===== src/hdl/sle_pkg.sv =====
`timescale 1ns / 1ps
// ---------------------------------------------------------------------------
// sle_pkg: shared types and constants of the serial line editor
// Holds the line store geometry, the character codes, the echo codes and
// the command and status groups between controller and datapath.
// ---------------------------------------------------------------------------
package sle_pkg;

    localparam int LINE_MAX = 64;
    localparam int ADDR_W   = (LINE_MAX > 1) ? $clog2(LINE_MAX) : 1;
    localparam int CNT_W    = 7;

    localparam logic [7:0] CH_BS  = 8'd8;
    localparam logic [7:0] CH_NL  = 8'd10;
    localparam logic [7:0] CH_CTK = 8'd11;
    localparam logic [7:0] CH_CTU = 8'd21;
    localparam logic [7:0] CH_ESC = 8'd27;
    localparam logic [7:0] CH_LBR = 8'h5B;
    localparam logic [7:0] CH_C   = 8'h43;
    localparam logic [7:0] CH_D   = 8'h44;
    localparam logic [7:0] CH_DEL = 8'd127;

    localparam logic [1:0] ECHO_NONE = 2'd0;
    localparam logic [1:0] ECHO_BS   = 2'd1;
    localparam logic [1:0] ECHO_SOL  = 2'd2;
    localparam logic [1:0] ECHO_EOL  = 2'd3;

    typedef enum logic [1:0] {
        OP_SIMPLE = 2'd0,
        OP_DOWN   = 2'd1,
        OP_UP     = 2'd2,
        OP_NL     = 2'd3
    } sle_op_t;

    typedef struct packed {
        logic load;
        logic decide;
        logic rd;
        logic wr;
        logic fin;
        logic emit_status;
        logic emit_byte;
    } sle_cmd_t;

    typedef struct packed {
        sle_op_t op;
        logic    nl_empty;
        logic    walk_done;
        logic    last_byte;
        logic    out_free;
    } sle_sts_t;

endpackage


===== src/hdl/sle_ctrl.sv =====
`timescale 1ns / 1ps
// ---------------------------------------------------------------------------
// sle_ctrl: sequencer of the serial line editor
// Steps each item through decode, the shift walk over the store, the
// newline read-out and the delivery of the status result.
// ---------------------------------------------------------------------------
module sle_ctrl (
    input  logic              clk,
    input  logic              rst_n,
    input  logic              in_valid,
    output logic              in_ready,
    input  sle_pkg::sle_sts_t sts,
    output sle_pkg::sle_cmd_t cmd
);

    typedef enum logic [7:0] {
        S_IDLE   = 8'b0000_0001,
        S_DECIDE = 8'b0000_0010,
        S_RD     = 8'b0000_0100,
        S_WR     = 8'b0000_1000,
        S_FIN    = 8'b0001_0000,
        S_EMIT   = 8'b0010_0000,
        S_NRD    = 8'b0100_0000,
        S_NOUT   = 8'b1000_0000
    } state_t;

    state_t state_reg, state_next;

    always_ff @(posedge clk or negedge rst_n)
    begin
        if (!rst_n)
        begin
            state_reg <= S_IDLE;
        end
        else
        begin
            state_reg <= state_next;
        end
    end

    assign in_ready = (state_reg == S_IDLE);

    always_comb
    begin
        state_next = state_reg;
        cmd        = '0;
        unique case (state_reg)
            S_IDLE:
            begin
                if (in_valid)
                begin
                    cmd.load   = 1'b1;
                    state_next = S_DECIDE;
                end
            end
            S_DECIDE:
            begin
                cmd.decide = 1'b1;
                unique case (sts.op)
                    sle_pkg::OP_SIMPLE: state_next = S_EMIT;
                    sle_pkg::OP_DOWN:   state_next = S_RD;
                    sle_pkg::OP_UP:     state_next = S_RD;
                    sle_pkg::OP_NL:     state_next = sts.nl_empty ? S_EMIT : S_NRD;
                    default:            state_next = S_EMIT;
                endcase
            end
            S_RD:
            begin
                if (sts.walk_done)
                begin
                    state_next = S_FIN;
                end
                else
                begin
                    cmd.rd     = 1'b1;
                    state_next = S_WR;
                end
            end
            S_WR:
            begin
                cmd.wr     = 1'b1;
                state_next = S_RD;
            end
            S_FIN:
            begin
                cmd.fin    = 1'b1;
                state_next = S_EMIT;
            end
            S_EMIT:
            begin
                if (sts.out_free)
                begin
                    cmd.emit_status = 1'b1;
                    state_next      = S_IDLE;
                end
            end
            S_NRD:
            begin
                cmd.rd     = 1'b1;
                state_next = S_NOUT;
            end
            S_NOUT:
            begin
                if (sts.out_free)
                begin
                    cmd.emit_byte = 1'b1;
                    state_next    = sts.last_byte ? S_IDLE : S_NRD;
                end
            end
            default:
            begin
                state_next = S_IDLE;
            end
        endcase
    end

`ifndef SYNTHESIS
    a_emit_free: assert property (@(posedge clk) disable iff (!rst_n)
        (cmd.emit_status || cmd.emit_byte) |-> sts.out_free)
        else $error("result loaded while output register is busy");
    a_wr_after_rd: assert property (@(posedge clk) disable iff (!rst_n)
        cmd.wr |-> $past(cmd.rd))
        else $error("store write without a preceding read");
    a_state_onehot: assert property (@(posedge clk) disable iff (!rst_n)
        $onehot(state_reg))
        else $error("sequencer state is not one-hot");
`endif

endmodule


===== src/hdl/sle_datapath.sv =====
`timescale 1ns / 1ps
// ---------------------------------------------------------------------------
// sle_datapath: line store, cursor and output register of the line editor
// Decodes the held character, moves store bytes one per walk step and
// holds the result item until the consumer takes it.
// ---------------------------------------------------------------------------
module sle_datapath (
    input  logic              clk,
    input  logic              rst_n,
    input  sle_pkg::sle_cmd_t cmd,
    output sle_pkg::sle_sts_t sts,
    input  logic [7:0]        char_in,
    output logic              out_valid,
    input  logic              out_ready,
    output logic              result_kind,
    output logic [7:0]        line_byte,
    output logic              last,
    output logic              empty_line,
    output logic [6:0]        out_cursor,
    output logic [6:0]        out_length,
    output logic [1:0]        echo_action,
    output logic              overflow
);

    localparam int AW = sle_pkg::ADDR_W;
    localparam int CW = sle_pkg::CNT_W;

    logic [7:0] mem [sle_pkg::LINE_MAX];

    logic [CW-1:0] len_reg, len_next;
    logic [CW-1:0] cur_reg, cur_next;
    logic          esc_reg, esc_next;
    logic          csi_reg, csi_next;
    logic          oval_reg, oval_next;
    logic [7:0]    char_reg, char_next;
    logic [CW-1:0] ptr_reg, ptr_next;
    logic [CW-1:0] dist_reg, dist_next;
    logic          up_reg, up_next;
    logic [1:0]    echo_reg, echo_next;
    logic          ovf_reg, ovf_next;
    logic          empty_reg, empty_next;
    logic [7:0]    rdata_reg;

    logic          okind_reg, okind_next;
    logic [7:0]    obyte_reg, obyte_next;
    logic          olast_reg, olast_next;
    logic          oempty_reg, oempty_next;
    logic [6:0]    ocur_reg, ocur_next;
    logic [6:0]    olen_reg, olen_next;
    logic [1:0]    oecho_reg, oecho_next;
    logic          oovf_reg, oovf_next;

    logic          is_bs, is_del, is_ctu, is_ctk, is_nl, full;
    sle_pkg::sle_op_t op;
    logic [CW-1:0] rd_ptr, wr_ptr;
    logic          mem_we;
    logic [7:0]    mem_wdata;

    assign is_bs  = (char_reg == sle_pkg::CH_BS);
    assign is_del = (char_reg == sle_pkg::CH_DEL);
    assign is_ctu = (char_reg == sle_pkg::CH_CTU);
    assign is_ctk = (char_reg == sle_pkg::CH_CTK);
    assign is_nl  = (char_reg == sle_pkg::CH_NL);
    assign full   = (len_reg >= CW'(sle_pkg::LINE_MAX));

    always_comb
    begin
        priority if (csi_reg)
            op = sle_pkg::OP_SIMPLE;
        else if (char_reg == sle_pkg::CH_LBR && esc_reg)
            op = sle_pkg::OP_SIMPLE;
        else if (char_reg == sle_pkg::CH_ESC)
            op = sle_pkg::OP_SIMPLE;
        else if (is_bs || is_del || is_ctu)
            op = (cur_reg != '0) ? sle_pkg::OP_DOWN : sle_pkg::OP_SIMPLE;
        else if (is_ctk)
            op = sle_pkg::OP_SIMPLE;
        else if (is_nl)
            op = sle_pkg::OP_NL;
        else
            op = full ? sle_pkg::OP_SIMPLE : sle_pkg::OP_UP;
    end

    assign sts.op        = op;
    assign sts.nl_empty  = (len_reg == '0);
    assign sts.walk_done = up_reg ? (ptr_reg == cur_reg) : (ptr_reg == len_reg);
    assign sts.last_byte = ((ptr_reg + CW'(1)) == len_reg);
    assign sts.out_free  = !oval_reg || out_ready;

    // Upward walks read the byte below the target; downward walks read the
    // source and write it dist places lower.
    assign rd_ptr    = up_reg ? (ptr_reg - CW'(1)) : ptr_reg;
    assign wr_ptr    = cmd.fin ? cur_reg : (up_reg ? ptr_reg : (ptr_reg - dist_reg));
    assign mem_we    = cmd.wr || (cmd.fin && up_reg);
    assign mem_wdata = cmd.fin ? char_reg : rdata_reg;

    always_ff @(posedge clk)
    begin
        if (mem_we)
        begin
            mem[wr_ptr[AW-1:0]] <= mem_wdata;
        end
        if (cmd.rd)
        begin
            rdata_reg <= mem[rd_ptr[AW-1:0]];
        end
    end

    always_comb
    begin
        len_next    = len_reg;
        cur_next    = cur_reg;
        esc_next    = esc_reg;
        csi_next    = csi_reg;
        oval_next   = oval_reg;
        char_next   = char_reg;
        ptr_next    = ptr_reg;
        dist_next   = dist_reg;
        up_next     = up_reg;
        echo_next   = echo_reg;
        ovf_next    = ovf_reg;
        empty_next  = empty_reg;
        okind_next  = okind_reg;
        obyte_next  = obyte_reg;
        olast_next  = olast_reg;
        oempty_next = oempty_reg;
        ocur_next   = ocur_reg;
        olen_next   = olen_reg;
        oecho_next  = oecho_reg;
        oovf_next   = oovf_reg;

        if (cmd.load)
        begin
            char_next = char_in;
        end

        if (cmd.decide)
        begin
            echo_next  = sle_pkg::ECHO_NONE;
            ovf_next   = 1'b0;
            empty_next = 1'b0;
            priority if (csi_reg)
            begin
                if (char_reg == sle_pkg::CH_C && cur_reg < len_reg)
                    cur_next = cur_reg + CW'(1);
                else if (char_reg == sle_pkg::CH_D && cur_reg != '0)
                    cur_next = cur_reg - CW'(1);
                csi_next = 1'b0;
            end
            else if (char_reg == sle_pkg::CH_LBR && esc_reg)
            begin
                esc_next = 1'b0;
                csi_next = 1'b1;
            end
            else if (char_reg == sle_pkg::CH_ESC)
            begin
                esc_next = 1'b1;
            end
            else
            begin
                esc_next = 1'b0;
                priority if (is_bs || is_del || is_ctu)
                begin
                    ptr_next  = cur_reg;
                    up_next   = 1'b0;
                    dist_next = is_ctu ? cur_reg : CW'(1);
                end
                else if (is_ctk)
                begin
                    if (cur_reg < len_reg)
                    begin
                        len_next  = cur_reg;
                        echo_next = sle_pkg::ECHO_EOL;
                    end
                end
                else if (is_nl)
                begin
                    ptr_next   = '0;
                    up_next    = 1'b0;
                    empty_next = (len_reg == '0);
                end
                else if (full)
                begin
                    ovf_next = 1'b1;
                end
                else
                begin
                    ptr_next = len_reg;
                    up_next  = 1'b1;
                end
            end
        end

        if (cmd.wr)
        begin
            ptr_next = up_reg ? (ptr_reg - CW'(1)) : (ptr_reg + CW'(1));
        end

        if (cmd.fin)
        begin
            priority if (up_reg)
            begin
                cur_next = cur_reg + CW'(1);
                len_next = len_reg + CW'(1);
            end
            else if (is_ctu)
            begin
                len_next  = len_reg - cur_reg;
                cur_next  = '0;
                echo_next = sle_pkg::ECHO_SOL;
            end
            else
            begin
                cur_next  = cur_reg - CW'(1);
                len_next  = len_reg - CW'(1);
                echo_next = is_del ? sle_pkg::ECHO_BS : sle_pkg::ECHO_NONE;
            end
        end

        if (oval_reg && out_ready)
        begin
            oval_next = 1'b0;
        end

        if (cmd.emit_status)
        begin
            oval_next   = 1'b1;
            okind_next  = 1'b0;
            obyte_next  = 8'd0;
            olast_next  = 1'b1;
            oempty_next = empty_reg;
            ocur_next   = cur_reg;
            olen_next   = len_reg;
            oecho_next  = echo_reg;
            oovf_next   = ovf_reg;
        end

        if (cmd.emit_byte)
        begin
            oval_next   = 1'b1;
            okind_next  = 1'b1;
            obyte_next  = rdata_reg;
            olast_next  = sts.last_byte;
            oempty_next = 1'b0;
            ocur_next   = 7'd0;
            olen_next   = 7'd0;
            oecho_next  = sle_pkg::ECHO_NONE;
            oovf_next   = 1'b0;
            ptr_next    = ptr_reg + CW'(1);
            if (sts.last_byte)
            begin
                len_next = '0;
                cur_next = '0;
            end
        end
    end

    always_ff @(posedge clk or negedge rst_n)
    begin
        if (!rst_n)
        begin
            len_reg  <= '0;
            cur_reg  <= '0;
            esc_reg  <= 1'b0;
            csi_reg  <= 1'b0;
            oval_reg <= 1'b0;
        end
        else
        begin
            len_reg  <= len_next;
            cur_reg  <= cur_next;
            esc_reg  <= esc_next;
            csi_reg  <= csi_next;
            oval_reg <= oval_next;
        end
    end

    always_ff @(posedge clk)
    begin
        char_reg   <= char_next;
        ptr_reg    <= ptr_next;
        dist_reg   <= dist_next;
        up_reg     <= up_next;
        echo_reg   <= echo_next;
        ovf_reg    <= ovf_next;
        empty_reg  <= empty_next;
        okind_reg  <= okind_next;
        obyte_reg  <= obyte_next;
        olast_reg  <= olast_next;
        oempty_reg <= oempty_next;
        ocur_reg   <= ocur_next;
        olen_reg   <= olen_next;
        oecho_reg  <= oecho_next;
        oovf_reg   <= oovf_next;
    end

    assign out_valid   = oval_reg;
    assign result_kind = okind_reg;
    assign line_byte   = obyte_reg;
    assign last        = olast_reg;
    assign empty_line  = oempty_reg;
    assign out_cursor  = ocur_reg;
    assign out_length  = olen_reg;
    assign echo_action = oecho_reg;
    assign overflow    = oovf_reg;

`ifndef SYNTHESIS
    a_cur_in_line: assert property (@(posedge clk) disable iff (!rst_n)
        cur_reg <= len_reg)
        else $error("cursor beyond line end");
    a_len_bound: assert property (@(posedge clk) disable iff (!rst_n)
        len_reg <= CW'(sle_pkg::LINE_MAX))
        else $error("line length beyond store size");
    a_esc_csi: assert property (@(posedge clk) disable iff (!rst_n)
        !(esc_reg && csi_reg))
        else $error("escape and sequence flags both set");
`endif

endmodule


===== src/hdl/serial_line_editor.sv =====
`timescale 1ns / 1ps
// ---------------------------------------------------------------------------
// serial_line_editor: line editor with cursor keys for a serial console
// Takes one received character per item, edits a bounded line store and
// returns a status item, or the bytes of the completed line on newline.
// ---------------------------------------------------------------------------
// Sequence: a key that moves no store bytes goes from decode to the status
// step; an insert or delete adds a read and a write step for each byte that
// the shift walk moves, plus a finishing step; a newline reads each byte
// before it gives it out. Items are taken one at a time, and the shift walk
// over the store sets the worst case; a busy output register stalls both.
// Reset clears length, cursor and escape state; the store needs no clearing.
// ---------------------------------------------------------------------------
module serial_line_editor (
    input  logic       clk,
    input  logic       rst_n,
    input  logic       in_valid,
    output logic       in_ready,
    input  logic [7:0] char_in,
    output logic       out_valid,
    input  logic       out_ready,
    output logic       result_kind,
    output logic [7:0] line_byte,
    output logic       last,
    output logic       empty_line,
    output logic [6:0] out_cursor,
    output logic [6:0] out_length,
    output logic [1:0] echo_action,
    output logic       overflow
);

    // The controller holds the state and decides the sequence of steps; the
    // datapath holds every other stored value, including the output register
    // that lets the next item be taken while a result still waits for the consumer.
    sle_pkg::sle_cmd_t cmd;
    sle_pkg::sle_sts_t sts;

    sle_ctrl u_ctrl (
        .clk      (clk),
        .rst_n    (rst_n),
        .in_valid (in_valid),
        .in_ready (in_ready),
        .sts      (sts),
        .cmd      (cmd)
    );

    sle_datapath u_dp (
        .clk         (clk),
        .rst_n       (rst_n),
        .cmd         (cmd),
        .sts         (sts),
        .char_in     (char_in),
        .out_valid   (out_valid),
        .out_ready   (out_ready),
        .result_kind (result_kind),
        .line_byte   (line_byte),
        .last        (last),
        .empty_line  (empty_line),
        .out_cursor  (out_cursor),
        .out_length  (out_length),
        .echo_action (echo_action),
        .overflow    (overflow)
    );

endmodule

===== config.mk =====
export PLATFORM = sky130hd
export DESIGN_NAME = serial_line_editor
export DESIGN_NICKNAME = d
export VERILOG_FILES = /design/src/hdl/sle_pkg.sv /design/src/hdl/sle_ctrl.sv /design/src/hdl/sle_datapath.sv /design/src/hdl/serial_line_editor.sv
export SDC_FILE = /design/constraint.sdc
export NUM_CORES = 1
export LEC_CHECK = 0
export ABC_AREA = 1
export BUFFER_PORTS_ARGS = -buffer_cell sky130_fd_sc_hd__buf_2
export CORE_MARGIN = 4
export CORE_UTILIZATION = 33
export DETAILED_ROUTE_END_ITERATION = 7
export GPL_ROUTABILITY_DRIVEN = 0
export PLACE_DENSITY_LB_ADDON = 0.12
export SYNTH_ARGS = -nofsm -noshare
export SYNTH_HDL_FRONTEND = slang
export SYNTH_SLANG_ARGS = --single-unit

===== constraint.sdc =====
create_clock -name clk -period 6.1 [get_ports clk]
set_clock_uncertainty 0.2 [all_clocks]
set_input_delay 1.22 -clock clk [delete_from_list [all_inputs] [get_ports clk]]
set_output_delay 1.22 -clock clk [all_outputs]
set_load 0.02 [all_outputs]

Word level (Yosys, flattened, before mapping)
Memories as Yosys holds them, arrays and structs flattened. A register that Yosys moved wholly into a read port is not among the register bits.
Index checks and enable logic that the tools add are counted.
{"block": "word_totals", "register_bits": 79, "mem_bits_rw": 512, "inputBits": 12, "wordCells": 184, "mem_count": 1}
{"block": "classes", "add_sub_neg": 8, "order_cmp": 2, "n_eq_ne": 33, "mux": 91, "bitwise": 4, "n_reduce_logical": 24}
{"memory": "u_dp.mem", "depth": 64, "word_bits": 8, "rd": 1, "rd_clocked_by_memory_dff": 1, "write_ports": 1, "line_no": "sle_datapath.sv:28", "rtl": "logic [7:0] mem [sle_pkg::LINE_MAX];"}
{"op": "$mux 7", "count": 34}
{"op": "$pmux 8 s8", "count": 1}
{"op": "$mux 8", "count": 6}
{"op": "$eq 8x7->1 const B", "count": 5}
{"op": "$mux 2", "count": 17}
{"op": "$eq 8x4->1 const B", "count": 4}
{"op": "$mux 1", "count": 27}
{"op": "$eq 8x5->1 const B", "count": 3}
{"op": "$pmux 8 s3", "count": 1}
{"op": "$add 7x1->7 const B", "count": 3}
{"op": "$eq 7x7->1", "count": 3}
{"op": "$sub 7x1->7 const B", "count": 3}
{"op": "$mux 6", "count": 3}
{"op": "$ne 3x2->1 const B", "count": 4}
{"op": "$reduce_and 6->1", "count": 2}
{"op": "$reduce_or 6->1", "count": 2}
{"op": "$eq 8x1->1 const B", "count": 1}
{"op": "$eq 8x2->1 const B", "count": 1}
{"op": "$eq 8x3->1 const B", "count": 1}
{"op": "$eq 8x6->1 const B", "count": 1}
{"op": "$eq 8x8->1 const B", "count": 1}
{"op": "$ne 2x2->1 const B", "count": 4}
{"op": "$ge 7x7->1 const B", "count": 1}
{"op": "$logic_not 7->1", "count": 1}
{"op": "21 further kinds", "count": 33}

Depth between registers and ports, before layout
{"block": "depth", "word_depth": 12, "mapped_depth": 18, "depth_no_buf": 15}

Hierarchy
A second synthesis with hierarchy kept.
{"block": "hier_totals", "hier_cells": 3047, "hier_area_um2": 29025.3}
{"mod": "sle_datapath", "n_inst": 1, "cells_per_inst": 2959, "area_per_inst_um2": 28427.3, "seq_area_each_um2": 17451.7}
{"mod": "sle_ctrl", "n_inst": 1, "cells_per_inst": 88, "area_per_inst_um2": 598.1, "seq_area_each_um2": 201.4}

Worst setup path after synthesis
OpenSTA, ideal clock, no wires.
{"block": "synth_path", "path_kind": "register to register", "startpoint": "register u_ctrl.state_reg[3]", "endpoint": "memory u_dp.mem[0][0], data pin", "arrival_time_ps": 3806, "required_time_ps": 5198, "path_slack_ps": 1393, "stages_incl_launch_ff": 9, "n_path_buf": 3, "cell_sequence": "dfrtp_1 -> nor2_1 -> nand2_1 -> inv_2 -> nand4_2 -> buf_6 -> buf_2 -> clkbuf_1 -> o21ai_0"}
{"block": "synth_between", "elab_chain_cells": 3}
{"item": "from (decl)", "line_no": "sle_ctrl.sv:27", "rtl": "state_t state_reg, state_next;"}
{"item": "from (signal assigned)", "line_no": "sle_ctrl.sv:37", "rtl": "state_reg <= state_next;"}
{"item": "$eq 8x5->1", "line_no": "sle_ctrl.sv:47", "rtl": "unique case (state_reg)"}
{"item": "$mux 1", "line_no": "sle_ctrl.sv:47"}
{"item": "$mux 8", "line_no": "sle_datapath.sv:95", "rtl": "assign mem_wdata = cmd.fin ? char_reg : rdata_reg;"}
{"item": "net u_dp.mem_wdata[0]", "line_no": "sle_datapath.sv:57", "rtl": "logic [7:0] mem_wdata;"}
{"item": "to (decl)", "line_no": "sle_datapath.sv:28"}
The timed path passes the listed nets, and every way through them passes these cells.

Worst setup path in the final report
{"block": "layout_path", "startpoint": "register u_dp.ptr_reg[0]", "endpoint": "register u_dp.rdata_reg[3], read port of u_dp.mem, data pin"}
{"block": "layout_between", "elab_chain_cells": 4, "word_cells_on_any_way": 7}
{"item": "from (decl)", "line_no": "sle_datapath.sv:36", "rtl": "logic [CW-1:0] ptr_reg, ptr_next;"}
{"item": "from (signal assigned)", "line_no": "sle_datapath.sv:281", "rtl": "ptr_reg <= ptr_next;"}
{"item": "branches (longest 4 deep; another with $sub 7x1->7)"}
{"item": "to (decl)", "line_no": "sle_datapath.sv:42", "rtl": "logic [7:0] rdata_reg;"}
Several ways; the timed one is not identified.
A chain may end at the register's enable or synchronous reset.

==> out/results.tsv <==
stage	metric	value	unit
drt	dr.pass1.iters	6	
sta	fmax	0.233	GHz
grt	grt_max_degree	116	
yosys	synth.top_cell.area_share	0.591	
floorplan	ios	42	
power_and_ir_drop	powerDensity	384	nW/um2
sta	fin_tns_setup	0	ns
clocking	clock_latency	0.62	ns
drt	wl	81000	um
yosys	synth_enable_flop_cells	553	
worst_setup_path	worstPathMaxFanout	62	
cells_and_area	final_cells	4111	
yosys	netlist_area	28100	um2
yosys	async_flop_share	0.0417	
worst_setup_path	critPathKind	flip-flop to flip-flop	
yosys	yosysWarnings	0	
sta	rsz0062_at_grt	false	
drt	drt_iter0_drc	1515	
clocking	cts_tree	built	
power_and_ir_drop	p_int	8.08	mW
floorplan	rows	106	
drt	wire_per_inst	19.7	um
grt	grt_use_total	0.179	
sta	slew_headroom	0.263	
clocking	clk_pin_slew_worst_paths	0.06	ns
status	status	completed	
clocking	hold_buffers	0	
sta	finalCritPeriodShare	0.702	
cells_and_area	fillers	8402	
clocking	cts_buffers	71	
place	placedCellCount	3982	
power_and_ir_drop	pwr-share-seq	0.393	
clocking	htreeDepth	3	
cells_and_area	drive_above_1_share	0.0759	
cells_and_area	area_growth	12.6	%
worst_hold_path	hold_class	flip-flop to flip-flop	
cells_and_area	layout.nets	2957	
sta	finalHoldWorstSlack	0.254	ns
yosys	ys_seq_area_frac	0.629	
sta	finalHoldViolations	0	
clocking	ctsResizeCount	0	
yosys	synthCells	2914	
grt	first_global_vias	19500	
worst_setup_path	reg2reg_slack	1.82	ns
job	drv_cap	0	
sta	worst_pin_slew	1.10	ns
yosys	syn_nets	2950	
drt	ant_nets	0	
sta	finalMaxSlewViolations	0	
sta	setup-violations-final	0	
grt	antenna_found_initial	0	
power_and_ir_drop	clkPwrFrac	0.357	
clocking	clock-root-buffer	clkbuf_16	
worst_setup_path	setup.worst_path.end_class	flip-flop	
cells_and_area	multi_input_area	8340	um2
yosys	synth.distinct_cells	43	
clocking	max-clock-path-buffers	3	
floorplan	dieArea	89800	um2
power_and_ir_drop	pwr-share-comb	0.250	
grt	grt_pass1_wl	123000	um
power_and_ir_drop	peakVddDrop	205	uV
place	dp_hpwl	51500	um
yosys	synth.top_cells.by_area	edfxtp_1 (59%), nand2_1 (13%), inv_1 (4.7%)	
floorplan	core	84000	um2
floorplan	die_w	300	um
yosys	syn_area_per_cell	9.64	um2
place	io_buffer_count	41	
power_and_ir_drop	swShare	0.335	
drt	drc_errors	0	
yosys	yosys.area.top_type	edfxtp_1	
worst_setup_path	cp.arrival	4.45	ns
clocking	post-cts-setup-buffers	0	
grt	grt_overflow_total	0	
sta	period_minus_slack	4.28	ns
cells_and_area	antenna_cells	0	
drt	via_per_inst	4.76	
drt	vias	19600	
power_and_ir_drop	power_switching	4.06	mW
floorplan	initial_utilization	0.334	
worst_setup_path	start_kind	flip-flop	
cells_and_area	regArea	17700	um2
cells_and_area	largest_reg_flops	512	
worst_setup_path	cp.required	6.27	ns
floorplan	fp.dieH	300	um
yosys	synth-main-ff-cell	edfxtp_1	
power_and_ir_drop	leakagePower	12.8	nW
yosys	synth-seq-cells	599	
clocking	cts_sinks	599	
==> layout make-up <==
type	count	share of cell area
clock inverters	43	0.0161
inverters	369	0.0438
multi-input cells	1811	0.264
clock buffers	86	0.0586
well taps	1134	0.0449
repair buffers	69	0.0143
flip-flops and latches	599	0.558
==> per-layer routing <==
| layer | global-route usage | routed length, um | up-vias |
|---|---|---|---|
| met5 | 0 | 0 | - |
| met4 | 0.0622 | 2470 | 0 |
| met3 | 0.0261 | 3730 | 118 |
| met2 | 0.301 | 38500 | 477 |
| met1 | 0.239 | 36300 | 9389 |
| li1 | - | - | 9599 |
==> per-stage QoR <==
step	cell area (um2)	util	total power, mW	setup slack [ns]
5_1_grt	31600	0.377	12.8	1.57
3_3_place_gp	29300	0.348	7.94	1.85
4_1_cts	31600	0.377	12.3	1.82
2_1_floorplan	28100	-	7.01	1.39
3_5_place_dp	29300	0.348	7.93	1.82
6_report	31600	0.377	12.1	1.82
==> cells by family after synthesis <==
kind of cell / synth area share
xor gates and xnor gates: 0.00967
buffers and inverters: 0.0785
AOI/OAI and AO/OA: 0.0717
DFF: 0.629
adders and majority gates: 0.0112
and+or+nand+nor: 0.200
==> path summary, 6_finish.rpt <==
check	end	cells after the start	start
hold / removal	u_dp.result_kind	2	u_dp.result_kind
setup / recovery	u_dp.rdata_reg[3]	12	u_dp.ptr_reg[0]
setup reg to reg	u_dp.rdata_reg[3]	12	u_dp.ptr_reg[0]
max in group asynchronous	u_dp.csi_reg	1	rst_n
min in group asynchronous	u_dp.len_reg[2]	1	rst_n
hold reg to reg	u_dp.result_kind	2	u_dp.result_kind
==> cell usage after synthesis (all sizes together) (22+ instances only) <==
master / count
nand2: 961
edfxtp: 553
inv: 366
o21ai: 327
nand3: 203
nor2: 154
buf: 107
a21oi: 42
clkbuf: 28
nand4: 27
dfrtp: 24
xor2: 23
ha: 22
==> critical path, stage by stage (launching register included) <==
cell	delay, ns
edfxtp_1	0.52
inv_1	0.21
ha_1	0.45
o21ai_4	0.20
clkinv_2	0.84
buf_4	0.62
nand2_1	0.11
nand3_1	0.08
nand2_1	0.15
nand2_1	0.07
nand3_1	0.25
nand3_1	0.12
and2_1	0.18
==> power groups by stage <==
stage,Combinational (mW),Sequential (mW),Clock (mW)
floorplan,2.14,4.87,0
global placement,3.08,4.86,0
detailed placement,3.07,4.86,0
CTS,3.08,4.77,4.44
global route,3.43,4.78,4.63
finish,3.04,4.77,4.34
==> cells in the final DEF, fill, tap and decap left out, drive strengths merged <==
master and count:
o211ai 7, clkbuf 86, xnor2 8, fa 2
nand2 961, nor4 1, o22ai 4, nand3 203
nand4 27, a211oi 1, clkinvlp 1, dfrtp 24
and2 10, a21oi 42, ha 22, a31oi 1
o31ai 1, nor3 11, nor2 154, o21a 3
or2 1, xor2 23, bufinv 10, clkinv 32
inv 369, o21ai 327, a21boi 1, dfstp 1
dfxtp 21, buf 69, nor3b 1, edfxtp 553
Power figures use the tool's default switching activity.
